--- src/rtl/core/skt_pkg.sv ---
`timescale 1ns / 1ps
// ----------------------------------------------------------------------------
// skt_pkg: shared definitions for the sorted key table
// Field widths, operation and status codes, sequencer states and the
// compare result that passes between the modules of the block.
// ----------------------------------------------------------------------------
package skt_pkg;

  localparam int CapacityDef = 32;
  localparam int KeyBytesDef = 8;

  localparam int ActionWidth = 2;
  localparam int KeyWidth    = 64;
  localparam int StatusWidth = 2;
  localparam int PosWidth    = 5;
  localparam int CountWidth  = 6;

  localparam logic [ActionWidth-1:0] ACT_INSERT = 2'd0;
  localparam logic [ActionWidth-1:0] ACT_REMOVE = 2'd1;
  localparam logic [ActionWidth-1:0] ACT_SEARCH = 2'd2;

  localparam logic [StatusWidth-1:0] ST_OK        = 2'd0;
  localparam logic [StatusWidth-1:0] ST_NOT_FOUND = 2'd1;
  localparam logic [StatusWidth-1:0] ST_DUPLICATE = 2'd2;
  localparam logic [StatusWidth-1:0] ST_FULL      = 2'd3;

  typedef enum logic [2:0] {
    S_IDLE,
    S_SCAN,
    S_INS,
    S_PLACE,
    S_DEL,
    S_DONE
  } state_t;

  typedef struct packed {
    logic lt;
    logic eq;
  } cmp_res_t;

endpackage

--- src/rtl/core/skt_ram.sv ---
`timescale 1ns / 1ps
// ----------------------------------------------------------------------------
// skt_ram: generic single write, single read memory
// One write port and one read port with registered read data.
// ----------------------------------------------------------------------------
module skt_ram #(
  parameter int Width = 64,
  parameter int Depth = 32
) (
  input  logic                     clk,
  input  logic                     we,
  input  logic [$clog2(Depth)-1:0] waddr,
  input  logic [Width-1:0]         wdata,
  input  logic [$clog2(Depth)-1:0] raddr,
  output logic [Width-1:0]         rdata
);

  logic [Width-1:0] mem [Depth];

  always_ff @(posedge clk) begin
    if (we) begin
      mem[waddr] <= wdata;
    end
    rdata <= mem[raddr];
  end

endmodule

--- src/rtl/core/skt_cmp.sv ---
`timescale 1ns / 1ps
// ----------------------------------------------------------------------------
// skt_cmp: shared key comparator
// Compares a stored key against the key of the current word.
// ----------------------------------------------------------------------------
module skt_cmp #(
  parameter int Width = 64
) (
  input  logic [Width-1:0]       stored,
  input  logic [Width-1:0]       probe,
  output skt_pkg::cmp_res_t      res
);

  import skt_pkg::*;

  always_comb begin
    res.lt = (stored < probe);
    res.eq = (stored == probe);
  end

endmodule

--- src/rtl/core/skt_ctrl.sv ---
`timescale 1ns / 1ps
// ----------------------------------------------------------------------------
// skt_ctrl: sequencer of the sorted key table
// Scans the table for the first key not below the probe, then for an insert
// or remove moves later entries one slot up or down, and reports the result.
// ----------------------------------------------------------------------------
module skt_ctrl #(
  parameter int Capacity = skt_pkg::CapacityDef,
  parameter int KeyBytes = skt_pkg::KeyBytesDef
) (
  input  logic                                clk,
  input  logic                                rst,
  input  logic                                req_valid,
  output logic                                req_stall,
  input  logic [skt_pkg::ActionWidth-1:0]     action,
  input  logic [skt_pkg::KeyWidth-1:0]        key,
  output logic                                rsp_valid,
  input  logic                                rsp_stall,
  output logic [skt_pkg::StatusWidth-1:0]     status,
  output logic [skt_pkg::PosWidth-1:0]        position,
  output logic [skt_pkg::CountWidth-1:0]      entry_count,
  output logic                                ram_we,
  output logic [$clog2(Capacity)-1:0]         ram_waddr,
  output logic [8*KeyBytes-1:0]               ram_wdata,
  output logic [$clog2(Capacity)-1:0]         ram_raddr,
  input  logic [8*KeyBytes-1:0]               ram_rdata,
  output logic [8*KeyBytes-1:0]               probe,
  input  skt_pkg::cmp_res_t                   cmp_res
);

  import skt_pkg::*;

  localparam int KW = 8 * KeyBytes;
  localparam int AW = $clog2(Capacity);
  localparam int CW = $clog2(Capacity + 1);

  state_t                 state, state_next;
  logic [CW-1:0]          cnt, cnt_next;
  logic [CW-1:0]          idx, idx_next;
  logic [CW-1:0]          pidx, pidx_next;
  logic [CW-1:0]          at, at_next;
  logic                   pv, pv_next;
  logic [KW-1:0]          key_r, key_next;
  logic [ActionWidth-1:0] act, act_next;
  logic [StatusWidth-1:0] st, st_next;
  logic [PosWidth-1:0]    pos, pos_next;
  logic                   rsp_valid_next;
  logic [StatusWidth-1:0] status_next;
  logic [PosWidth-1:0]    position_next;
  logic [CountWidth-1:0]  entry_count_next;
  logic [CW-1:0]          idx_inc, idx_dec;
  logic                   scan_end, scan_hit;
  logic [CW-1:0]          scan_at;

  assign probe   = key_r;
  assign idx_inc = idx + CW'(1);
  assign idx_dec = idx - CW'(1);

  assign scan_end = (pv && !cmp_res.lt) || (!pv && idx == cnt);
  assign scan_hit = pv && cmp_res.eq;
  assign scan_at  = pv ? pidx : cnt;

  always_ff @(posedge clk) begin
    if (rst) begin
      state     <= S_IDLE;
      cnt       <= '0;
      pv        <= 1'b0;
      rsp_valid <= 1'b0;
    end else begin
      state     <= state_next;
      cnt       <= cnt_next;
      pv        <= pv_next;
      rsp_valid <= rsp_valid_next;
    end
  end

  always_ff @(posedge clk) begin
    idx         <= idx_next;
    pidx        <= pidx_next;
    at          <= at_next;
    key_r       <= key_next;
    act         <= act_next;
    st          <= st_next;
    pos         <= pos_next;
    status      <= status_next;
    position    <= position_next;
    entry_count <= entry_count_next;
  end

  always_comb begin
    state_next       = state;
    cnt_next         = cnt;
    idx_next         = idx;
    pidx_next        = pidx;
    at_next          = at;
    pv_next          = 1'b0;
    key_next         = key_r;
    act_next         = act;
    st_next          = st;
    pos_next         = pos;
    rsp_valid_next   = rsp_valid && rsp_stall;
    status_next      = status;
    position_next    = position;
    entry_count_next = entry_count;
    req_stall        = (state != S_IDLE);
    ram_we           = 1'b0;
    ram_waddr        = pidx[AW-1:0];
    ram_wdata        = ram_rdata;
    ram_raddr        = idx[AW-1:0];

    case (state)
      S_IDLE: begin
        if (req_valid) begin
          key_next   = key[KeyWidth-1 -: KW];
          act_next   = action;
          idx_next   = '0;
          state_next = S_SCAN;
        end
      end

      S_SCAN: begin
        if (scan_end) begin
          at_next    = scan_at;
          st_next    = ST_NOT_FOUND;
          pos_next   = '0;
          state_next = S_DONE;
          case (act)
            ACT_INSERT: begin
              if (scan_hit) begin
                st_next = ST_DUPLICATE;
              end else if (cnt == CW'(Capacity)) begin
                st_next = ST_FULL;
              end else begin
                st_next    = ST_OK;
                pos_next   = PosWidth'(scan_at);
                idx_next   = cnt;
                state_next = S_INS;
              end
            end
            ACT_REMOVE: begin
              if (scan_hit) begin
                st_next    = ST_OK;
                pos_next   = PosWidth'(scan_at);
                idx_next   = scan_at + CW'(1);
                state_next = S_DEL;
              end
            end
            default: begin
              if (scan_hit) begin
                st_next  = ST_OK;
                pos_next = PosWidth'(scan_at);
              end
            end
          endcase
        end else if (idx < cnt) begin
          pv_next   = 1'b1;
          pidx_next = idx;
          idx_next  = idx_inc;
        end
      end

      S_INS: begin
        ram_we = pv;
        if (idx > at) begin
          ram_raddr = idx_dec[AW-1:0];
          pv_next   = 1'b1;
          pidx_next = idx;
          idx_next  = idx_dec;
        end else if (!pv) begin
          state_next = S_PLACE;
        end
      end

      S_PLACE: begin
        ram_we     = 1'b1;
        ram_waddr  = at[AW-1:0];
        ram_wdata  = key_r;
        cnt_next   = cnt + CW'(1);
        state_next = S_DONE;
      end

      S_DEL: begin
        ram_we = pv;
        if (idx < cnt) begin
          pv_next   = 1'b1;
          pidx_next = idx_dec;
          idx_next  = idx_inc;
        end else if (!pv) begin
          cnt_next   = cnt - CW'(1);
          state_next = S_DONE;
        end
      end

      S_DONE: begin
        if (!rsp_valid || !rsp_stall) begin
          rsp_valid_next   = 1'b1;
          status_next      = st;
          position_next    = pos;
          entry_count_next = CountWidth'(cnt);
          state_next       = S_IDLE;
        end
      end

      default: begin
        state_next = S_IDLE;
      end
    endcase
  end

endmodule

--- src/rtl/core/sorted_key_table.sv ---
`timescale 1ns / 1ps
// ----------------------------------------------------------------------------
// sorted_key_table: ascending table of distinct packed text keys
// Inserts, removes and searches keys held in one memory in sorted order.
//
//   Channel   Handshake              Fields
//   request   req_valid, req_stall   action, key
//   response  rsp_valid, rsp_stall   status, position, entry_count
//
// One word takes a scan up to the first held key not below the probe, one
// memory read per cycle, then for an insert or remove one moved entry per
// cycle through the same memory. The request side is stalled from acceptance
// until the response word is loaded into the output register. Reset empties
// the table at once.
// ----------------------------------------------------------------------------
module sorted_key_table #(
  parameter int CAPACITY  = skt_pkg::CapacityDef,
  parameter int KEY_BYTES = skt_pkg::KeyBytesDef
) (
  input  logic                            clk,
  input  logic                            rst,
  input  logic                            req_valid,
  output logic                            req_stall,
  input  logic [skt_pkg::ActionWidth-1:0] action,
  input  logic [skt_pkg::KeyWidth-1:0]    key,
  output logic                            rsp_valid,
  input  logic                            rsp_stall,
  output logic [skt_pkg::StatusWidth-1:0] status,
  output logic [skt_pkg::PosWidth-1:0]    position,
  output logic [skt_pkg::CountWidth-1:0]  entry_count
);

  import skt_pkg::*;

  localparam int KW = 8 * KEY_BYTES;
  localparam int AW = $clog2(CAPACITY);

  logic          ram_we;
  logic [AW-1:0] ram_waddr;
  logic [KW-1:0] ram_wdata;
  logic [AW-1:0] ram_raddr;
  logic [KW-1:0] ram_rdata;
  logic [KW-1:0] probe;
  cmp_res_t      cmp_res;

  skt_ram #(
    .Width(KW),
    .Depth(CAPACITY)
  ) u_ram (
    .clk  (clk),
    .we   (ram_we),
    .waddr(ram_waddr),
    .wdata(ram_wdata),
    .raddr(ram_raddr),
    .rdata(ram_rdata)
  );

  skt_cmp #(
    .Width(KW)
  ) u_cmp (
    .stored(ram_rdata),
    .probe (probe),
    .res   (cmp_res)
  );

  skt_ctrl #(
    .Capacity(CAPACITY),
    .KeyBytes(KEY_BYTES)
  ) u_ctrl (
    .clk        (clk),
    .rst        (rst),
    .req_valid  (req_valid),
    .req_stall  (req_stall),
    .action     (action),
    .key        (key),
    .rsp_valid  (rsp_valid),
    .rsp_stall  (rsp_stall),
    .status     (status),
    .position   (position),
    .entry_count(entry_count),
    .ram_we     (ram_we),
    .ram_waddr  (ram_waddr),
    .ram_wdata  (ram_wdata),
    .ram_raddr  (ram_raddr),
    .ram_rdata  (ram_rdata),
    .probe      (probe),
    .cmp_res    (cmp_res)
  );

  a_write_busy: assert property (@(posedge clk) disable iff (rst)
    ram_we |-> req_stall)
    else $error("Table memory written while the block is idle.");

  a_accept_busy: assert property (@(posedge clk) disable iff (rst)
    (req_valid && !req_stall) |=> req_stall)
    else $error("Block not busy after accepting a word.");

  a_miss_position: assert property (@(posedge clk) disable iff (rst)
    (rsp_valid && status != ST_OK) |-> (position == '0))
    else $error("Nonzero position reported with a failure status.");

  a_count_bound: assert property (@(posedge clk) disable iff (rst)
    rsp_valid |-> (int'(entry_count) <= CAPACITY))
    else $error("Entry count above capacity.");

endmodule

--- config.mk ---
export PLATFORM = sky130hd
export DESIGN_NAME = sorted_key_table
export DESIGN_NICKNAME = d
export VERILOG_FILES = /design/src/rtl/core/skt_pkg.sv /design/src/rtl/core/skt_ram.sv /design/src/rtl/core/skt_cmp.sv /design/src/rtl/core/skt_ctrl.sv /design/src/rtl/core/sorted_key_table.sv
export SDC_FILE = /design/constraint.sdc
export NUM_CORES = 2
export LEC_CHECK = 0
export ABC_AREA = 0
export BUFFER_PORTS_ARGS = -buffer_cell sky130_fd_sc_hd__buf_2
export CAP_MARGIN = 20
export CORE_ASPECT_RATIO = 1.1
export CORE_UTILIZATION = 45
export CTS_BUF_LIST = sky130_fd_sc_hd__clkbuf_16
export CTS_CLUSTER_SIZE = 10
export DETAILED_ROUTE_END_ITERATION = 6
export HOLD_SLACK_MARGIN = 0.12
export PLACE_DENSITY = 0.65
export SYNTH_ARGS = -nofsm -noshare
export SYNTH_HDL_FRONTEND = slang
export SYNTH_SLANG_ARGS = --single-unit
export TNS_END_PERCENT = 5
--- constraint.sdc ---
create_clock -name clk -period 7.5 [get_ports clk]
set_input_delay 1.125 -clock clk [delete_from_list [all_inputs] [get_ports clk]]
set_output_delay 1.125 -clock clk [all_outputs]
set_load 0.1 [all_outputs]
; After elaboration in Yosys (flattened, before gate mapping)
; Memory sizes are Yosys's and may differ from the RTL's. A register that Yosys moved wholly into a read port is not among the register bits.
; Cells that the tools add are included.
; Widths: inputs -> output; s select.
[totals]
mem_bits_rw = 2048
reg_bits = 115
n_memories = 1
out_inout_bits = 15
[classes]
n_lt_le_gt_ge = 3
addsub = 5
mux = 51
reduce_logical = 24
eq_ne = 24
[mem_list]
columns = memory, words, word_bits, read_ports, rd_clocked_by_memory_dff, write_ports, line_no
row1 = u_ram.mem, 32, 64, 1, 1, 1, skt_ram.sv:18  ; logic [Width-1:0] mem [Depth];
[op_table]
columns = op, count
row1 = $mux 6, 14
row2 = $eq 64x64->1, 1
row3 = $lt 64x64->1, 1
row4 = $mux 64, 1
row5 = $mux 5, 7
row6 = $mux 3, 9
row7 = $pmux 6 s2, 2
row8 = $pmux 6 s4, 1
row9 = $add 6x1->6 const B, 3
row10 = $pmux 3 s6, 1
row11 = $pmux 6 s3, 1
row12 = $ne 4x4->1 const B, 4
row13 = $reduce_and 7->1, 2
row14 = $ne 2x2->1 const B, 6
row15 = $sub 6x1->6 const B, 2
row16 = $ne 2x1->1 const B, 5
row17 = $mux 1, 9
row18 = $eq 3x2->1 const B, 2
row19 = $eq 3x3->1 const B, 2
row20 = $eq 6x6->1, 1
row21 = $eq 6x6->1 const B, 1
row22 = $gt 6x6->1, 1
row23 = $lt 6x6->1, 1
row24 = $mux 2, 3
row25 = other kinds (17), 27

; Depth between registers and ports, before layout
[depth]
depth_word = 6
depth_mapped = 18
mapped_depth_nobuf = 12

; Cells and area by module
; Synthesis repeated with hierarchy kept, for this count alone.
[unflattened]
cells_unflattened = 3778
area_unflattened_um2 = 86384.1
[by_module_without_submodules]
columns = module, cells_per_inst, n_inst, seq_area_each_um2, area_each_um2
row1 = skt_ram, 3096, 1, 62780.2, 78964.5
row2 = skt_ctrl, 449, 1, 3343.2, 5801.8
row3 = skt_cmp, 233, 1, 0.0, 1617.8

; Worst setup path after synthesis
; No wires, ideal clock.
[synth_timing]
kind = register to register
start = register u_ctrl.state[2]
end = register u_ctrl.act[0], enable pin
setup_ns = 0.490
t_arrival_ns = 4.327
setup_slack_ns = 2.684
path_stages_with_launch = 5
cell_sequence = dfxtp_1 > buf_2 > clkbuf_1 > or3_1 > nor2_1
[synth_between]
elab_chain_cells = 2
[synth_lines]
columns = item, line_no
row1 = start: declaration, skt_ctrl.sv:37  ; state_t state, state_next;
row2 = start signal: assignment, skt_ctrl.sv:70  ; state <= state_next;
row3 = $logic_not 3->1, skt_ctrl.sv:111  ; case (state)
row4 = $reduce_and 2->1 (no line), n/a
row5 = end signal: assignment, skt_ctrl.sv:82  ; act <= act_next;
row6 = end: declaration, skt_ctrl.sv:44  ; logic [ActionWidth-1:0] act, act_next;
; Every way passes these cells.
; A chain may end at the register's enable or synchronous reset.

; Worst setup path after layout
[layout_timing]
start = register u_ctrl.idx[2]
end = register u_ram.rdata[32], read port of u_ram.mem
[layout_between]
elab_chain_cells = 3
elab_cells_between_ends = 4
[layout_lines]
columns = item, line_no
row1 = start: declaration, skt_ctrl.sv:39  ; logic [CW-1:0] idx, idx_next;
row2 = start signal: assignment, skt_ctrl.sv:78  ; idx <= idx_next;
row3 = $sub 6x1->6 or $gt 6x6->1 (tied branches), "skt_ctrl.sv:57, skt_ctrl.sv:164"
row4 = $mux 5, skt_ctrl.sv:164  ; if (idx > at) begin
row5 = $mux 5 *, skt_ctrl.sv:111
row6 = end: declaration, skt_ram.sv:15  ; output logic [Width-1:0] rdata
; Mark *: on every way between the ends. The rest lies on a longest branch, timed or not.

==> out/qor.yml <==
die:
  start_util_pct: 45.42
  io_pins: 85
  fp.dieH_um: 467.9
  dieWidth_um: 425.5
  coreArea_um2: 195500
  dieArea_um2: 199100
  rows: 170
synthesis:
  ys_types: 70
  synth_top_family_by_area: "simple AND/OR/NAND/NOR gates"
  async_reset_ff_share_pct: 0
  synth-xor-area-share_pct: 0.2677
  synth_compound_area_share_pct: 7.624
  synth_cells: 6225
  ys_ff_latch: 2227
  synth_fp_nets: 6379
  synth_warnings: 0
  synth_fa_ha_area_share_pct: 1.192
  synth-simple-area-share_pct: 9.907
  synth_top_area_share_pct: 72.78
  synth.avg_cell_area_um2: 14.26
  synth_area_um2: 88790
  synth_mux_area_share_pct: 4.199
  synth_ff_type: "edfxtp_1"
  synth-edff-count: 2152
  synth_largest_area_cell: "edfxtp_1"
  synth_area_leaders: "edfxtp_1 (73%), nand2_1 (5.6%), mux2i_1 (3.6%)"
  ys_seq_area_share_pct: 74.47
global_routing:
  grt_pass1_vias: 54060
  grt.total_usage_pct: 26.17
  grt.overflow.total: 0
  antenna_found_initial: 3
  grt_max_degree: 147
  grt_pass1_wl_um: 377100
sta:
  setup_viol: 0
  worst_slew_pin_slew_ns: 1.175
  finalSetupTns_ns: 0
  min_period_ns: 5.294
  worst_clock_skew_ns: 0.06863
  slew_headroom_pct: 21.65
  finalCritPeriodShare_pct: 70.59
  hold_viol: 0
  layout_setup_ws_ns: 2.206
  rsz0062_at_grt: "false"
  timing.fmax_ghz: 0.1889
  slew_viol_final: 0
drt:
  dr.pass1.iters: 6
  vias: 56490
  viasPerCell: 6.192
  avgRoutedWirePerCell_um: 29.02
  drc: 0
  routed_wl_um: 264700
  ant_nets: 0
  drt-initial-drc-count: 7550
min_path:
  hold_class: "in2reg"
cts:
  cts.clk_slew.worst_paths_ns: 0.06
  clock_latency_ns: 0.94
  post_cts_buffers: 0
  postCtsHoldBufs: 0
  numCtsBuffers: 276
  clockBufferDepth: 4
  cts_root_buf: "clkbuf_16"
  cts_tree: "yes"
  numClockSinks: 2227
  cts_max_level: 5
  cts-resized-gates: 0
pwr:
  power_leakage_nw: 35.25
  powerDensity_nw_per_um2: 392.3
  peakVddDrop_mv: 0.4270
worst_setup_path:
  cp.arrival_ns: 6.08
  start_kind: "flop"
  critPathMaxFanout: 48
  critPathCapture: "u_ram.rdata[32]"
  r2r-start: "u_ctrl.idx[2]"
  required_ns: 8.28
  ff2ff_path_depth: 11
  rr_endpoint: "u_ram.rdata[32]"
  reg2reg_slack_ns: 2.21
  worstSetupStartpoint: "u_ctrl.idx[2]"
  path_class: "reg2reg"
  end_kind: "flop"
placed_design:
  dp_slack_ns: 2.243
  port_buffers: 84
  place_congestion: 0.8479
  dp_hpwl_um: 131500
cells_and_area:
  final_cell_mix: "edfxtp_1 (2152), nand2_1 (1323), mux2i_1 (313)"
  fin_nets: 6520
  area_growth_pct: 13.83
  drive_gt1_share_pct: 10.33
  final_common_cell: "edfxtp_1"
job:
  maxCapViolCount: 0
status:
  outcome: "finished clean"
state kept, by name, summed over array words and instances, names as in the netlist:
register            flops
u_ctrl.pos              5
u_ctrl.st               2
u_ctrl.pidx             6
u_ram.rdata            64
u_ctrl.pv               1
u_ctrl.probe           64
u_ctrl.idx              6
u_ctrl.status           2
u_ctrl.entry_count      6
u_ctrl.rsp_valid        1
u_ctrl.position         5
u_ctrl.state            3
u_ram.mem            2048
u_ctrl.act              2
u_ctrl.cnt              6
u_ctrl.at               6
synth_stat cells, drive strengths merged, types with 14 or more instances:
cell type / n
dfxtp: 75
a221oi: 42
a21oi: 249
o21ai: 144
o22ai: 133
nand3: 259
a32oi: 42
xnor2: 21
o221ai: 115
ha: 83
o21a: 17
a311oi: 45
nor4: 128
or3: 14
buf: 174
nand2: 1327
edfxtp: 2152
a21o: 32
nand4: 95
and3: 68
a31oi: 121
mux4: 22
inv: 96
clkbuf: 227
a211oi: 27
nor2: 101
mux2i: 317
worst max-delay path: stages, from the launching register on:
cell and delay, ns:
edfxtp_1 0.95, ha_1 0.39, and4_1 0.24, o21a_1 0.17
o31a_2 0.61, xnor2_4 0.74, buf_4 0.57, buf_4 0.63
mux2i_1 0.27, o22ai_1 0.11, nor4_1 0.34, nor4_1 0.10
cells by family after synthesis:
logic type	after synthesis
buffers and inverters	497
adders and majority gates	84
xor gates and xnor gates	25
AOI/OAI and AO/OA	1021
and+or+nand+nor	2027
muxes	344
DFF	2227
per-stage QoR:
stage | hold slack (ns) | util (%) | instance area (um2) | total power, mW | cells
final | 0.3699 | 51.70 | 101100 | 39.65 | 9122
after floorplan | 0.4003 | - | 88790 | 23.65 | 6225
after detailed placement | 0.4064 | 47.55 | 92960 | 27.88 | 8646
after CTS | 0.3245 | 51.53 | 100700 | 39.38 | 9099
after global routing | 0.3396 | 51.70 | 101100 | 40.98 | 9122
after global placement | 0.4156 | 47.54 | 92930 | 27.61 | 8644
report_power, final:
group / switching [mW] / internal (mW) / total, mW
combinational: 8.44 / 3.49 / 11.9
clock: 4.84 / 6.76 / 11.6
sequential: 0.413 / 15.7 / 16.1
routing by layer:
| metal | track usage [%] | up-vias | share of wire, % | wire (um) |
|---|---|---|---|---|
| met5 | 0 | - | 0 | 0 |
| met3 | 4.330 | 644 | 9.8 | 25910 |
| met2 | 42.02 | 3365 | 47 | 125200 |
| met1 | 34.46 | 28340 | 38 | 99520 |
| met4 | 13.13 | 0 | 5.3 | 14100 |
| li1 | - | 24140 | - | - |
worst min-delay path by stage:
stage / from / to / slack, ns / cells past startpoint
5_1_grt: key[58] / u_ctrl.probe[58] / 0.34 / 1
3_3_place_gp: u_ctrl.st[1] / u_ctrl.status[1] / 0.42 / 0
6_report: key[60] / u_ctrl.probe[60] / 0.37 / 1
2_1_floorplan: u_ctrl.pos[0] / u_ctrl.position[0] / 0.40 / 0
3_5_place_dp: u_ctrl.pos[0] / u_ctrl.position[0] / 0.41 / 0
4_1_cts: key[14] / u_ctrl.probe[14] / 0.32 / 1
final cells by class:
type,instances,area (um2)
repair buffers,264,2432
flip-flops and latches,2227,66120
clock buffers,281,7032
multi-input cells,3501,21150
fillers,15640,94410
diodes,1,2.502
inverters,96,360.3
clock inverters,172,740.7
well taps,2580,3228
Power figures use the tool's default switching activity.
